===== src/rtl/core/cafu_pkg.sv =====
// ----------------------------------------------------------------------------
// cafu_pkg
// Shared types for the 8-bit ALU with flags: request and response items,
// decoded operation and the Z/N/H/C flag set.
// ----------------------------------------------------------------------------
package cafu_pkg;

	typedef enum logic [4:0] {
		OP_ADD   = 5'd0,
		OP_ADC   = 5'd1,
		OP_SUB   = 5'd2,
		OP_SBC   = 5'd3,
		OP_AND   = 5'd4,
		OP_XOR   = 5'd5,
		OP_OR    = 5'd6,
		OP_CP    = 5'd7,
		OP_INC   = 5'd8,
		OP_DEC   = 5'd9,
		OP_RLC   = 5'd10,
		OP_RRC   = 5'd11,
		OP_RL    = 5'd12,
		OP_RR    = 5'd13,
		OP_SLA   = 5'd14,
		OP_SRA   = 5'd15,
		OP_SWAP  = 5'd16,
		OP_SRL   = 5'd17,
		OP_BIT   = 5'd18,
		OP_DAA   = 5'd19,
		OP_CPL   = 5'd20,
		OP_SCF   = 5'd21,
		OP_CCF   = 5'd22,
		OP_ADD16 = 5'd23,
		OP_ADDSP = 5'd24,
		OP_NOP   = 5'd31
	} op_t;

	localparam int unsigned QUEUE_DEPTH = 2;

	typedef struct packed {
		logic [4:0]  mode;
		logic [7:0]  acc;
		logic [7:0]  value;
		logic [2:0]  bit_index;
		logic        accum_form;
		logic [15:0] wide_base;
		logic [15:0] wide_value;
	} in_item_t;

	typedef struct packed {
		logic [7:0]  result;
		logic [15:0] wide_result;
		logic        zero_out;
		logic        subtract_out;
		logic        half_out;
		logic        carry_out;
	} out_item_t;

	typedef struct packed {
		op_t         op;
		logic [7:0]  acc;
		logic [7:0]  value;
		logic [2:0]  bit_index;
		logic        accum_form;
		logic [15:0] wide_base;
		logic [15:0] wide_value;
	} dec_op_t;

	typedef struct packed {
		logic zero;
		logic subtract;
		logic half;
		logic carry;
	} flags_t;

	// handshake between front and back
	typedef struct packed {
		logic valid;
		logic take;
	} dec_hs_t;

endpackage


===== src/rtl/core/cafu_front.sv =====
// ----------------------------------------------------------------------------
// cafu_front
// Accepts requests, decodes the mode into an operation and holds decoded
// operations in a two-entry queue for the execute side.
// ----------------------------------------------------------------------------
module cafu_front (
	input  logic               clk,
	input  logic               arst_n,
	input  logic               push,
	output logic               full,
	input  cafu_pkg::in_item_t op_req,
	output cafu_pkg::dec_op_t  dec_op,
	output logic               dec_valid,
	input  logic               dec_take
);
	import cafu_pkg::*;

	dec_op_t    dec_in;
	dec_op_t    slot_q [QUEUE_DEPTH];
	logic [1:0] count_q;
	logic       wr_ptr_q;
	logic       rd_ptr_q;
	logic       push_ok;

	// undefined modes become a no-op
	always_comb begin
		dec_in.op         = (op_req.mode <= 5'(OP_ADDSP)) ? op_t'(op_req.mode) : OP_NOP;
		dec_in.acc        = op_req.acc;
		dec_in.value      = op_req.value;
		dec_in.bit_index  = op_req.bit_index;
		dec_in.accum_form = op_req.accum_form;
		dec_in.wide_base  = op_req.wide_base;
		dec_in.wide_value = op_req.wide_value;
	end

	assign full      = (count_q == 2'(QUEUE_DEPTH));
	assign dec_valid = (count_q != 2'd0);
	assign push_ok   = push && !full;
	assign dec_op    = slot_q[rd_ptr_q];

	always_ff @(posedge clk) begin
		if (push_ok) begin
			slot_q[wr_ptr_q] <= dec_in;
		end
	end

	always_ff @(posedge clk or negedge arst_n) begin
		if (!arst_n) begin
			count_q  <= 2'd0;
			wr_ptr_q <= 1'b0;
			rd_ptr_q <= 1'b0;
		end else begin
			if (push_ok) begin
				wr_ptr_q <= ~wr_ptr_q;
			end
			if (dec_take) begin
				rd_ptr_q <= ~rd_ptr_q;
			end
			case ({push_ok, dec_take})
				2'b10:   count_q <= count_q + 2'd1;
				2'b01:   count_q <= count_q - 2'd1;
				default: count_q <= count_q;
			endcase
		end
	end

endmodule


===== src/rtl/core/cafu_back.sv =====
// ----------------------------------------------------------------------------
// cafu_back
// Executes decoded operations against the kept flag register and places each
// result in a two-entry output queue.
// ----------------------------------------------------------------------------
module cafu_back (
	input  logic                clk,
	input  logic                arst_n,
	input  cafu_pkg::dec_op_t   dec_op,
	input  logic                dec_valid,
	output logic                dec_take,
	output logic                empty,
	input  logic                pop,
	output cafu_pkg::out_item_t op_rsp
);
	import cafu_pkg::*;

	flags_t     flags_q;
	flags_t     nf;
	out_item_t  slot_q [QUEUE_DEPTH];
	logic [1:0] count_q;
	logic       wr_ptr_q;
	logic       rd_ptr_q;
	logic       out_full;
	logic       pop_ok;

	logic [7:0]  a;
	logic [7:0]  v;
	logic [7:0]  res;
	logic [15:0] wres;
	logic        add_ci;
	logic        sub_ci;
	logic [8:0]  add9;
	logic [4:0]  add5;
	logic [7:0]  diff8;
	logic        sub_h;
	logic        sub_c;
	logic [16:0] sum17;
	logic [12:0] sum13;
	logic [15:0] sp_sum;
	logic [4:0]  sp5;
	logic [8:0]  sp9;
	logic        daa_lo;
	logic        daa_hi;
	logic [7:0]  daa_adj;

	assign a      = dec_op.acc;
	assign v      = dec_op.value;
	assign add_ci = (dec_op.op == OP_ADC) && flags_q.carry;
	assign sub_ci = (dec_op.op == OP_SBC) && flags_q.carry;
	assign add9   = {1'b0, a} + {1'b0, v} + {8'd0, add_ci};
	assign add5   = {1'b0, a[3:0]} + {1'b0, v[3:0]} + {4'd0, add_ci};
	assign diff8  = a - v - {7'd0, sub_ci};
	assign sub_h  = ({1'b0, v[3:0]} + {4'd0, sub_ci}) > {1'b0, a[3:0]};
	assign sub_c  = ({1'b0, v} + {8'd0, sub_ci}) > {1'b0, a};
	assign sum17  = {1'b0, dec_op.wide_base} + {1'b0, dec_op.wide_value};
	assign sum13  = {1'b0, dec_op.wide_base[11:0]} + {1'b0, dec_op.wide_value[11:0]};
	assign sp_sum = dec_op.wide_base + {{8{v[7]}}, v};
	assign sp5    = {1'b0, dec_op.wide_base[3:0]} + {1'b0, v[3:0]};
	assign sp9    = {1'b0, dec_op.wide_base[7:0]} + {1'b0, v};

	// decimal adjust: after a subtract only the recorded carries matter
	assign daa_lo  = flags_q.half || (!flags_q.subtract && (a[3:0] > 4'h9));
	assign daa_hi  = flags_q.carry || (!flags_q.subtract && (a > 8'h99));
	assign daa_adj = (daa_hi ? 8'h60 : 8'h00) | (daa_lo ? 8'h06 : 8'h00);

	always_comb begin
		res  = a;
		wres = 16'd0;
		nf   = flags_q;
		unique case (dec_op.op)
			OP_ADD, OP_ADC: begin
				res = add9[7:0];
				nf  = '{zero: (add9[7:0] == 8'd0), subtract: 1'b0,
					half: add5[4], carry: add9[8]};
			end
			OP_SUB, OP_SBC, OP_CP: begin
				if (dec_op.op != OP_CP) begin
					res = diff8;
				end
				nf = '{zero: (diff8 == 8'd0), subtract: 1'b1, half: sub_h, carry: sub_c};
			end
			OP_AND: begin
				res = a & v;
				nf  = '{zero: ((a & v) == 8'd0), subtract: 1'b0, half: 1'b1, carry: 1'b0};
			end
			OP_XOR: begin
				res = a ^ v;
				nf  = '{zero: ((a ^ v) == 8'd0), subtract: 1'b0, half: 1'b0, carry: 1'b0};
			end
			OP_OR: begin
				res = a | v;
				nf  = '{zero: ((a | v) == 8'd0), subtract: 1'b0, half: 1'b0, carry: 1'b0};
			end
			OP_INC: begin
				res = a + 8'd1;
				nf  = '{zero: (a == 8'hFF), subtract: 1'b0, half: (a[3:0] == 4'hF),
					carry: flags_q.carry};
			end
			OP_DEC: begin
				res = a - 8'd1;
				nf  = '{zero: (a == 8'h01), subtract: 1'b1, half: (a[3:0] == 4'h0),
					carry: flags_q.carry};
			end
			OP_RLC, OP_RL: begin
				res = {a[6:0], (dec_op.op == OP_RLC) ? a[7] : flags_q.carry};
				nf  = '{zero: !dec_op.accum_form && (res == 8'd0), subtract: 1'b0,
					half: 1'b0, carry: a[7]};
			end
			OP_RRC, OP_RR: begin
				res = {(dec_op.op == OP_RRC) ? a[0] : flags_q.carry, a[7:1]};
				nf  = '{zero: !dec_op.accum_form && (res == 8'd0), subtract: 1'b0,
					half: 1'b0, carry: a[0]};
			end
			OP_SLA: begin
				res = {a[6:0], 1'b0};
				nf  = '{zero: (a[6:0] == 7'd0), subtract: 1'b0, half: 1'b0, carry: a[7]};
			end
			OP_SRA: begin
				res = {a[7], a[7:1]};
				nf  = '{zero: (a[7:1] == 7'd0), subtract: 1'b0, half: 1'b0, carry: a[0]};
			end
			OP_SWAP: begin
				res = {a[3:0], a[7:4]};
				nf  = '{zero: (a == 8'd0), subtract: 1'b0, half: 1'b0, carry: 1'b0};
			end
			OP_SRL: begin
				res = {1'b0, a[7:1]};
				nf  = '{zero: (a[7:1] == 7'd0), subtract: 1'b0, half: 1'b0, carry: a[0]};
			end
			OP_BIT: begin
				nf = '{zero: !a[dec_op.bit_index], subtract: 1'b0, half: 1'b1,
					carry: flags_q.carry};
			end
			OP_DAA: begin
				res = flags_q.subtract ? (a - daa_adj) : (a + daa_adj);
				nf  = '{zero: (res == 8'd0), subtract: flags_q.subtract, half: 1'b0,
					carry: flags_q.subtract ? flags_q.carry : daa_hi};
			end
			OP_CPL: begin
				res = ~a;
				nf  = '{zero: flags_q.zero, subtract: 1'b1, half: 1'b1,
					carry: flags_q.carry};
			end
			OP_SCF: begin
				nf = '{zero: flags_q.zero, subtract: 1'b0, half: 1'b0, carry: 1'b1};
			end
			OP_CCF: begin
				nf = '{zero: flags_q.zero, subtract: 1'b0, half: 1'b0,
					carry: !flags_q.carry};
			end
			OP_ADD16: begin
				res  = 8'd0;
				wres = sum17[15:0];
				nf   = '{zero: flags_q.zero, subtract: 1'b0, half: sum13[12],
					carry: sum17[16]};
			end
			OP_ADDSP: begin
				res  = 8'd0;
				wres = sp_sum;
				nf   = '{zero: 1'b0, subtract: 1'b0, half: sp5[4], carry: sp9[8]};
			end
			default: begin
				res  = a;
				wres = 16'd0;
				nf   = flags_q;
			end
		endcase
	end

	assign out_full = (count_q == 2'(QUEUE_DEPTH));
	assign empty    = (count_q == 2'd0);
	assign dec_take = dec_valid && !out_full;
	assign pop_ok   = pop && !empty;
	assign op_rsp   = slot_q[rd_ptr_q];

	always_ff @(posedge clk) begin
		if (dec_take) begin
			slot_q[wr_ptr_q] <= '{result: res, wide_result: wres, zero_out: nf.zero,
				subtract_out: nf.subtract, half_out: nf.half, carry_out: nf.carry};
		end
	end

	always_ff @(posedge clk or negedge arst_n) begin
		if (!arst_n) begin
			flags_q  <= '0;
			count_q  <= 2'd0;
			wr_ptr_q <= 1'b0;
			rd_ptr_q <= 1'b0;
		end else begin
			if (dec_take) begin
				flags_q  <= nf;
				wr_ptr_q <= ~wr_ptr_q;
			end
			if (pop_ok) begin
				rd_ptr_q <= ~rd_ptr_q;
			end
			case ({dec_take, pop_ok})
				2'b10:   count_q <= count_q + 2'd1;
				2'b01:   count_q <= count_q - 2'd1;
				default: count_q <= count_q;
			endcase
		end
	end

endmodule


===== src/rtl/core/cpu_alu_with_flags_unit.sv =====
// Eight-bit ALU with a kept Z/N/H/C flag register. It takes one request per cycle
// while not full and returns one response per request, in order. A request into an
// idle block is registered in the decode queue and then in the output queue. The
// front decodes the mode into a two-entry queue; the back executes one operation per
// cycle while its output queue has room, against the flag register, which it updates
// in the same cycle, and writes a two-entry output queue. Either side may stall without
// stopping the other until its queue fills. Modes 25 to 31 return acc with the flags unchanged.
// ----------------------------------------------------------------------------
// cpu_alu_with_flags_unit
// Top level: queue-style request and response ports around the decode front
// and the execute back.
// ----------------------------------------------------------------------------
module cpu_alu_with_flags_unit (
	input  logic                clk,
	input  logic                arst_n,
	input  logic                push,
	output logic                full,
	input  cafu_pkg::in_item_t  op_req,
	output logic                empty,
	input  logic                pop,
	output cafu_pkg::out_item_t op_rsp
);
	import cafu_pkg::*;

	dec_op_t dec_op;
	dec_hs_t dec_hs;

	cafu_front u_front (
		.clk       (clk),
		.arst_n    (arst_n),
		.push      (push),
		.full      (full),
		.op_req    (op_req),
		.dec_op    (dec_op),
		.dec_valid (dec_hs.valid),
		.dec_take  (dec_hs.take)
	);

	cafu_back u_back (
		.clk       (clk),
		.arst_n    (arst_n),
		.dec_op    (dec_op),
		.dec_valid (dec_hs.valid),
		.dec_take  (dec_hs.take),
		.empty     (empty),
		.pop       (pop),
		.op_rsp    (op_rsp)
	);

	// back never takes from an empty decode queue
	a_take_valid: assert property (@(posedge clk) disable iff (!arst_n)
		dec_hs.take |-> dec_hs.valid)
		else $error("decode queue read while empty");

	// a request into an empty decode queue is visible next cycle
	a_push_lands: assert property (@(posedge clk) disable iff (!arst_n)
		(push && !full && !dec_hs.valid) |=> dec_hs.valid)
		else $error("accepted request not in decode queue");

	// an executed operation is waiting in the output queue next cycle
	a_take_lands: assert property (@(posedge clk) disable iff (!arst_n)
		dec_hs.take |=> !empty)
		else $error("executed operation missing from output queue");

endmodule

===== config.mk =====
export PLATFORM = sky130hd
export DESIGN_NAME = cpu_alu_with_flags_unit
export DESIGN_NICKNAME = d
export VERILOG_FILES = /design/src/rtl/core/cafu_pkg.sv /design/src/rtl/core/cafu_front.sv /design/src/rtl/core/cafu_back.sv /design/src/rtl/core/cpu_alu_with_flags_unit.sv
export SDC_FILE = /design/constraint.sdc
export NUM_CORES = 1
export LEC_CHECK = 0
export ABC_AREA = 1
export CORE_MARGIN = 10
export CORE_UTILIZATION = 51
export DETAILED_ROUTE_END_ITERATION = 8
export DONT_BUFFER_PORTS = 1
export PLACE_DENSITY = 0.66
export REMOVE_ABC_BUFFERS = 1
export SLEW_MARGIN = 30
export SYNTH_ARGS = -nofsm -noshare
export SYNTH_HDL_FRONTEND = slang
export SYNTH_SLANG_ARGS = --single-unit

===== constraint.sdc =====
create_clock -name clk -period 5.1 [get_ports clk]
set_clock_uncertainty 0.2 [all_clocks]
set_input_delay 0.255 -clock clk [delete_from_list [all_inputs] [get_ports clk]]
set_output_delay 0.255 -clock clk [all_outputs]
set_load 0.005 [all_outputs]

# [Yosys cells after proc, flatten, opt, wreduce, memory -nomap -nowiden]
# Memories as Yosys holds them, arrays and structs flattened.
# Cells that the tools add are included.
[totals] mem_count=2 output_inout_bits=30 register_bits=12 inputBits=61 wordCells=142 ram_bits=170
[mem_list] name="u_front.slot_q" depth=2 width=57 rd=1 rd_clocked_by_memory_dff=0 write_ports=1 line="cafu_front.sv:19" source="dec_op_t slot_q [QUEUE_DEPTH];"
[mem_list] name="u_back.slot_q" depth=2 width=28 rd=1 rd_clocked_by_memory_dff=0 write_ports=1 line="cafu_back.sv:20" source="out_item_t slot_q [QUEUE_DEPTH];"
[op_classes] n_mux=19 n_addsub=21 n_reduce_logical=41 n_bitwise=9 n_lt_le_gt_ge=6 eq_ne=34
[op_table] op="$pmux W8 S16" n=1
[op_table] op="$pmux W4 S19" n=1
[op_table] op="$logic_not A8 Y1" n=9
[op_table] op="$eq A5 B5 Y1 const B" n=9
[op_table] op="$eq A5 B4 Y1 const B" n=8
[op_table] op="$pmux W16 S2" n=1
[op_table] op="$eq A5 B3 Y1 const B" n=4
[op_table] op="$add A8 B8 Y9" n=2
[op_table] op="$add A16 B16 Y17" n=1
[op_table] op="$add A16 B16 Y16" n=1
[op_table] op="$mux W8" n=2
[op_table] op="$or A8 B8 Y8" n=2
[op_table] op="$sub A8 B8 Y8" n=2
[op_table] op="$logic_not A7 Y1" n=2
[op_table] op="$add A12 B12 Y13" n=1
[op_table] op="$add A4 B4 Y5" n=2
[op_table] op="$eq A5 B2 Y1 const B" n=2
[op_table] op="$reduce_or A2 Y1" n=5
[op_table] op="$add A8 B1 Y9" n=1
[op_table] op="$add A9 B1 Y9" n=1
[op_table] op="$gt A9 B8 Y1" n=1
[op_table] op="$logic_and A1 B1 Y1" n=9
[op_table] op="$add A8 B1 Y8 const B" n=1
[op_table] op="$add A8 B8 Y8" n=1
[op_table] op="other kinds (35)" n=61

# [Logic depth before layout (Yosys ltp)]
# An unclocked memory read counts as a cell.
[logic_depth] word_depth=10 ltp_mapped=29 mapped_depth_nobuf=27

# [Cells and area by module]
# A second synthesis with hierarchy kept.
[unflattened] hier_cells=1483 hier_area_um2=12588.3
[by_module_without_submodules] module="cafu_back" n_inst=1 area_each_um2=7723.7 cells_each=1148
[by_module_without_submodules] module="cafu_front" n_inst=1 area_each_um2=4864.7 cells_each=335

# [Least setup slack after synthesis]
# Ideal clock, no wire load.
[synth_path] path_kind="reg-to-reg" from="register u_front.rd_ptr_q" to="memory u_back.slot_q[0][26] in the netlist's numbering (data pin)" n_path_buf=2 setup_ns=0.268 synth_period_minus_slack_ns=3.873 path_stages_with_launch=24 t_arrival_ns=3.404 path_slack_ns=1.227 cell_sequence="dfrtp_1 buf_6 buf_6 o21ai_4 inv_1 ha_1 nand3_1 nand3_1 nand2_1 inv_1 o21ai_1 inv_1 ha_1 nand2_1 nand2_1 ha_1 nand2_1 inv_1 nand4_1 o211ai_1 xnor2_1 o22ai_1 nor3_1 nand3_1"
[synth_via] elab_chain_cells=9 elab_cells_between_ends=55 cone_classes="add/sub: 8; order compare: 2; eq/ne: 22; mux: 5; bitwise: 5; reduce/logical: 12; memory: 1"
[synth_lines] element="from (decl)" line="cafu_front.sv:22" source="logic rd_ptr_q;"
[synth_lines] element="from (signal assigned)" line="cafu_front.sv:57" source="rd_ptr_q <= ~rd_ptr_q;"
[synth_lines] element="$mem_v2 Z2 W57 *"
[synth_lines] element="$gt A8 B8 Y1 / $gt A4 B4 Y1 (equally long branches)" line="cafu_back.sv:64, cafu_back.sv:63"
[synth_lines] element="$logic_and A1 B1 Y1 (on tied branches)" line="cafu_back.sv:64, cafu_back.sv:63"
[synth_lines] element="$logic_or A1 B1 Y1 (on tied branches)" line="cafu_back.sv:64, cafu_back.sv:63"
[synth_lines] element="$mux W7 / $mux W3 (equally long branches)" line="cafu_back.sv:65" source="assign daa_adj = (daa_hi ? 8'h60 : 8'h00) | (daa_lo ? 8'h06 : 8'h00);"
[synth_lines] element="$or A8 B8 Y8" line="cafu_back.sv:65"
[synth_lines] element="$add A8 B8 Y8 / $sub A8 B8 Y8 (equally long branches)" line="cafu_back.sv:136" source="res = flags_q.subtract ? (a - daa_adj) : (a + daa_adj);"
[synth_lines] element="$mux W8" line="cafu_back.sv:136"
[synth_lines] element="$pmux W8 S16 *" line="cafu_back.sv:71" source="unique case (dec_op.op)"
[synth_lines] element="via u_back.res[6]" line="cafu_back.sv:29" source="logic [7:0] res;"
[synth_lines] element="to (decl)" line="cafu_back.sv:20"
# Mark *: on every way through the listed nets, which the timed path passes. The rest lies on a longest branch.

# [Worst setup path in the final report]
[layout_path] from="register u_front.rd_ptr_q" to="memory u_back.slot_q[0][16] in the netlist's numbering (data pin)"
[layout_via] elab_chain_cells=3 elab_cells_between_ends=6 cone_classes="add/sub: 2; eq/ne: 2; mux: 1; memory: 1"
[layout_lines] element="$mem_v2 Z2 W57 *"
[layout_lines] element="$add A16 B16 Y16, or another cell as far along" line="cafu_back.sv:58" source="assign sp_sum = dec_op.wide_base + {{8{v[7]}}, v};"
[layout_lines] element="$pmux W16 S2 *" line="cafu_back.sv:71"
[layout_lines] element="via u_back.wres[12]" line="cafu_back.sv:30" source="logic [15:0] wres;"
# Marks and branches as above.

==> flow_summary.ini <==
[setup_path]
worstSetupStartpoint = u_front.rd_ptr_q
crit_slowest_cell = dfrtp_2
path_buf_inv = 6
cp_data_required_time_ns = 5.05
cp_max_fo = 15
cp-end-kind = flip-flop
crit_family = compound AO/OA/AOI/OAI gates
crit_type = flip-flop to flip-flop
cp_slowest_stage_delay_ns = 0.43
arrival_ns = 4.30
reg2reg_from = u_front.rd_ptr_q
crit_path_start_kind = flip-flop
cp_cell_sequence = inv_2, buf_12, or2_2, o21ai_0, inv_1, ha_1, inv_1, fa_1, inv_1, nand2_1, nand2_1, nand2_1, nand2_1, inv_1, o21ai_0, a21boi_0, o21ai_0, xnor2_1, o21ai_0

[final_layout]
layout_commonest_cell = nand2_1
area_growth_syn_to_layout_pct = 13.92
drive_gt1_share_pct = 10.63
fillers = 2077
final_cell_mix = nand2_1, edfxtp_1, inv_1, nand3_1, ha_1
stdcell_count = 1853
antenna_cells = 0
num-nets-final = 1671

[place]
dp_cells = 1760
port-buffer-count = 0
hpwl_um = 27050
gp_congestion = 1.037
pre_cts_ws_ns = 0.7660

[sta]
drv_slew = 0
tightest_slew_ns = 0.9087
rsz0062_at_grt = no
max-slew-margin-rel_pct = 39.35
max_freq_ghz = 0.2301
finalWorstSetupSlack_ns = 0.7546
hold_viol = 0
setup_tns_ns = 0
finalCritPeriodShare_pct = 85.20
setup_violations = 0
min_period_ns = 4.345

[die]
die-area_sq_mm = 0.03060
placementRows = 56
start_util_pct = 51.99
ios = 91
core_sq_mm = 0.02354
fp.dieW_um = 174.9
dieHeight_um = 174.9

[clock_tree]
cts_made_buffers = 17
tritoncts = done
cts_max_level = 4
post_cts_buffers = 0
insertion_delay_ns = 0.45
ctsHoldBuffers = 61
clk_pin_slew_ns = 0.08
cts-root-buf = clkbuf_16
cts_sinks = 182
cts_resized = 0
cts_buffer_depth = 2

[global_route]
antenna_found_initial = 0
grt_pass1_vias = 9676
overflow = 0
grt_start_max_net_pins = 58
grt_pass1_wl_um = 56070
grt.total_usage_pct = 23.27

[route]
drt_iter0_markers = 890
wl_um = 36050
vias = 10390
drc = 0
wire_per_inst_um = 19.46
vias_per_cell = 5.608
drt_pre_antenna_iters = 6
final_antenna_net_count = 0

[synthesis]
ys_ff_latch = 182
synth_area_sq_mm = 0.01224
ys_warn_count = 0
ys_seq_area_share_pct = 44.16
ys.flop_type = edfxtp_1
synth_cell_types = 60
synth_edf_count = 170
synth.avg_cell_area_sq_um = 8.482
synthArstFlopShare_pct = 6.593
synthCells = 1443

[worst_hold_path]
hold_path.class = primary input to flip-flop
hp-start = op_req[53]

[status]
status = finished clean

[job]
drv_cap = 0
==> per-layer routing <==
metal / wire (um) / share of wire (%) / global-route usage [%] / vias to the layer above
met3: 3041 / 8.4 / 4.807 / 68
met5: 0 / 0 / 0 / -
met1: 16690 / 46 / 33.36 / 4841
met2: 15440 / 43 / 34.26 / 454
li1: - / - / - / 5029
met4: 884 / 2.5 / 7.771 / 0
==> area by class of cell <==
type	instances	area, sq um	share of cell area, %
inverters	156	588.1	4.218
repair buffers	91	848.3	6.084
well taps	319	399.1	2.863
multi-input cells	1073	6070	43.53
clock buffers	17	425.4	3.051
clock inverters	15	206.4	1.481
flip-flops and latches	182	5406	38.77
==> path summary, 6_finish.rpt <==
check | endpoint | slack [ns] | depth (start not counted)
max in group asynchronous | u_front.rd_ptr_q | 3.98 | 1
max | u_back.slot_q[0][16] | 0.75 | 19
min reg2reg | u_back.wr_ptr_q | 0.35 | 2
min in group asynchronous | u_back.count_q[1] | 0.15 | 1
max reg2reg | u_back.slot_q[0][16] | 0.75 | 19
min | u_front.slot_q[1][53] | 0.02 | 2
==> kinds of logic after synthesis <==
logic type,synth area share (%)
AOI/OAI and AO/OA,10.38
xor gates and xnor gates,2.433
adders and majority gates,9.466
buffers and inverters,6.461
DFF,44.16
muxes,0.08179
and+or+nand+nor,27.02
==> per-stage QoR <==
step / area (sq um) / hold WS, ns / utilization [%]
4_1_cts: 13940 / 0.01386 / 59.23
6_report: 13940 / 0.01759 / 59.23
3_5_place_dp: 12700 / -0.2397 / 53.95
2_1_floorplan: 12040 / -0.2406 / -
3_3_place_gp: 12690 / -0.2397 / 53.92
5_1_grt: 13940 / 0.08871 / 59.23
==> state kept, by name (all words and copies together) (netlist names) <==
| signal | flops |
|---|---|
| u_back.rd_ptr_q | 1 |
| u_back.slot_q | 56 |
| u_front.rd_ptr_q | 1 |
| u_front.wr_ptr_q | 1 |
| u_front.slot_q | 114 |
| u_front.count_q | 2 |
| u_back.wr_ptr_q | 1 |
| u_back.count_q | 2 |
| u_back.flags_q | 4 |
==> cell usage after synthesis (all sizes together), types with 15 or more instances <==
library cell	instances	area share, %
xor2	17	1.2
inv	154	4.7
buf	17	1.2
nand4	28	1.5
edfxtp	170	42
o21ai	82	3.8
nor2	94	3.4
a21oi	61	2.6
nand2	483	16
ha	83	8.5
nand3	93	4.0
or2	16	0.82
o22ai	21	1.1
clkbuf	15	0.46
xnor2	17	1.2
Power is left out: the tool's default activity adds up to more than one toggle a clock period on the data nets, which glitch-free logic cannot reach.
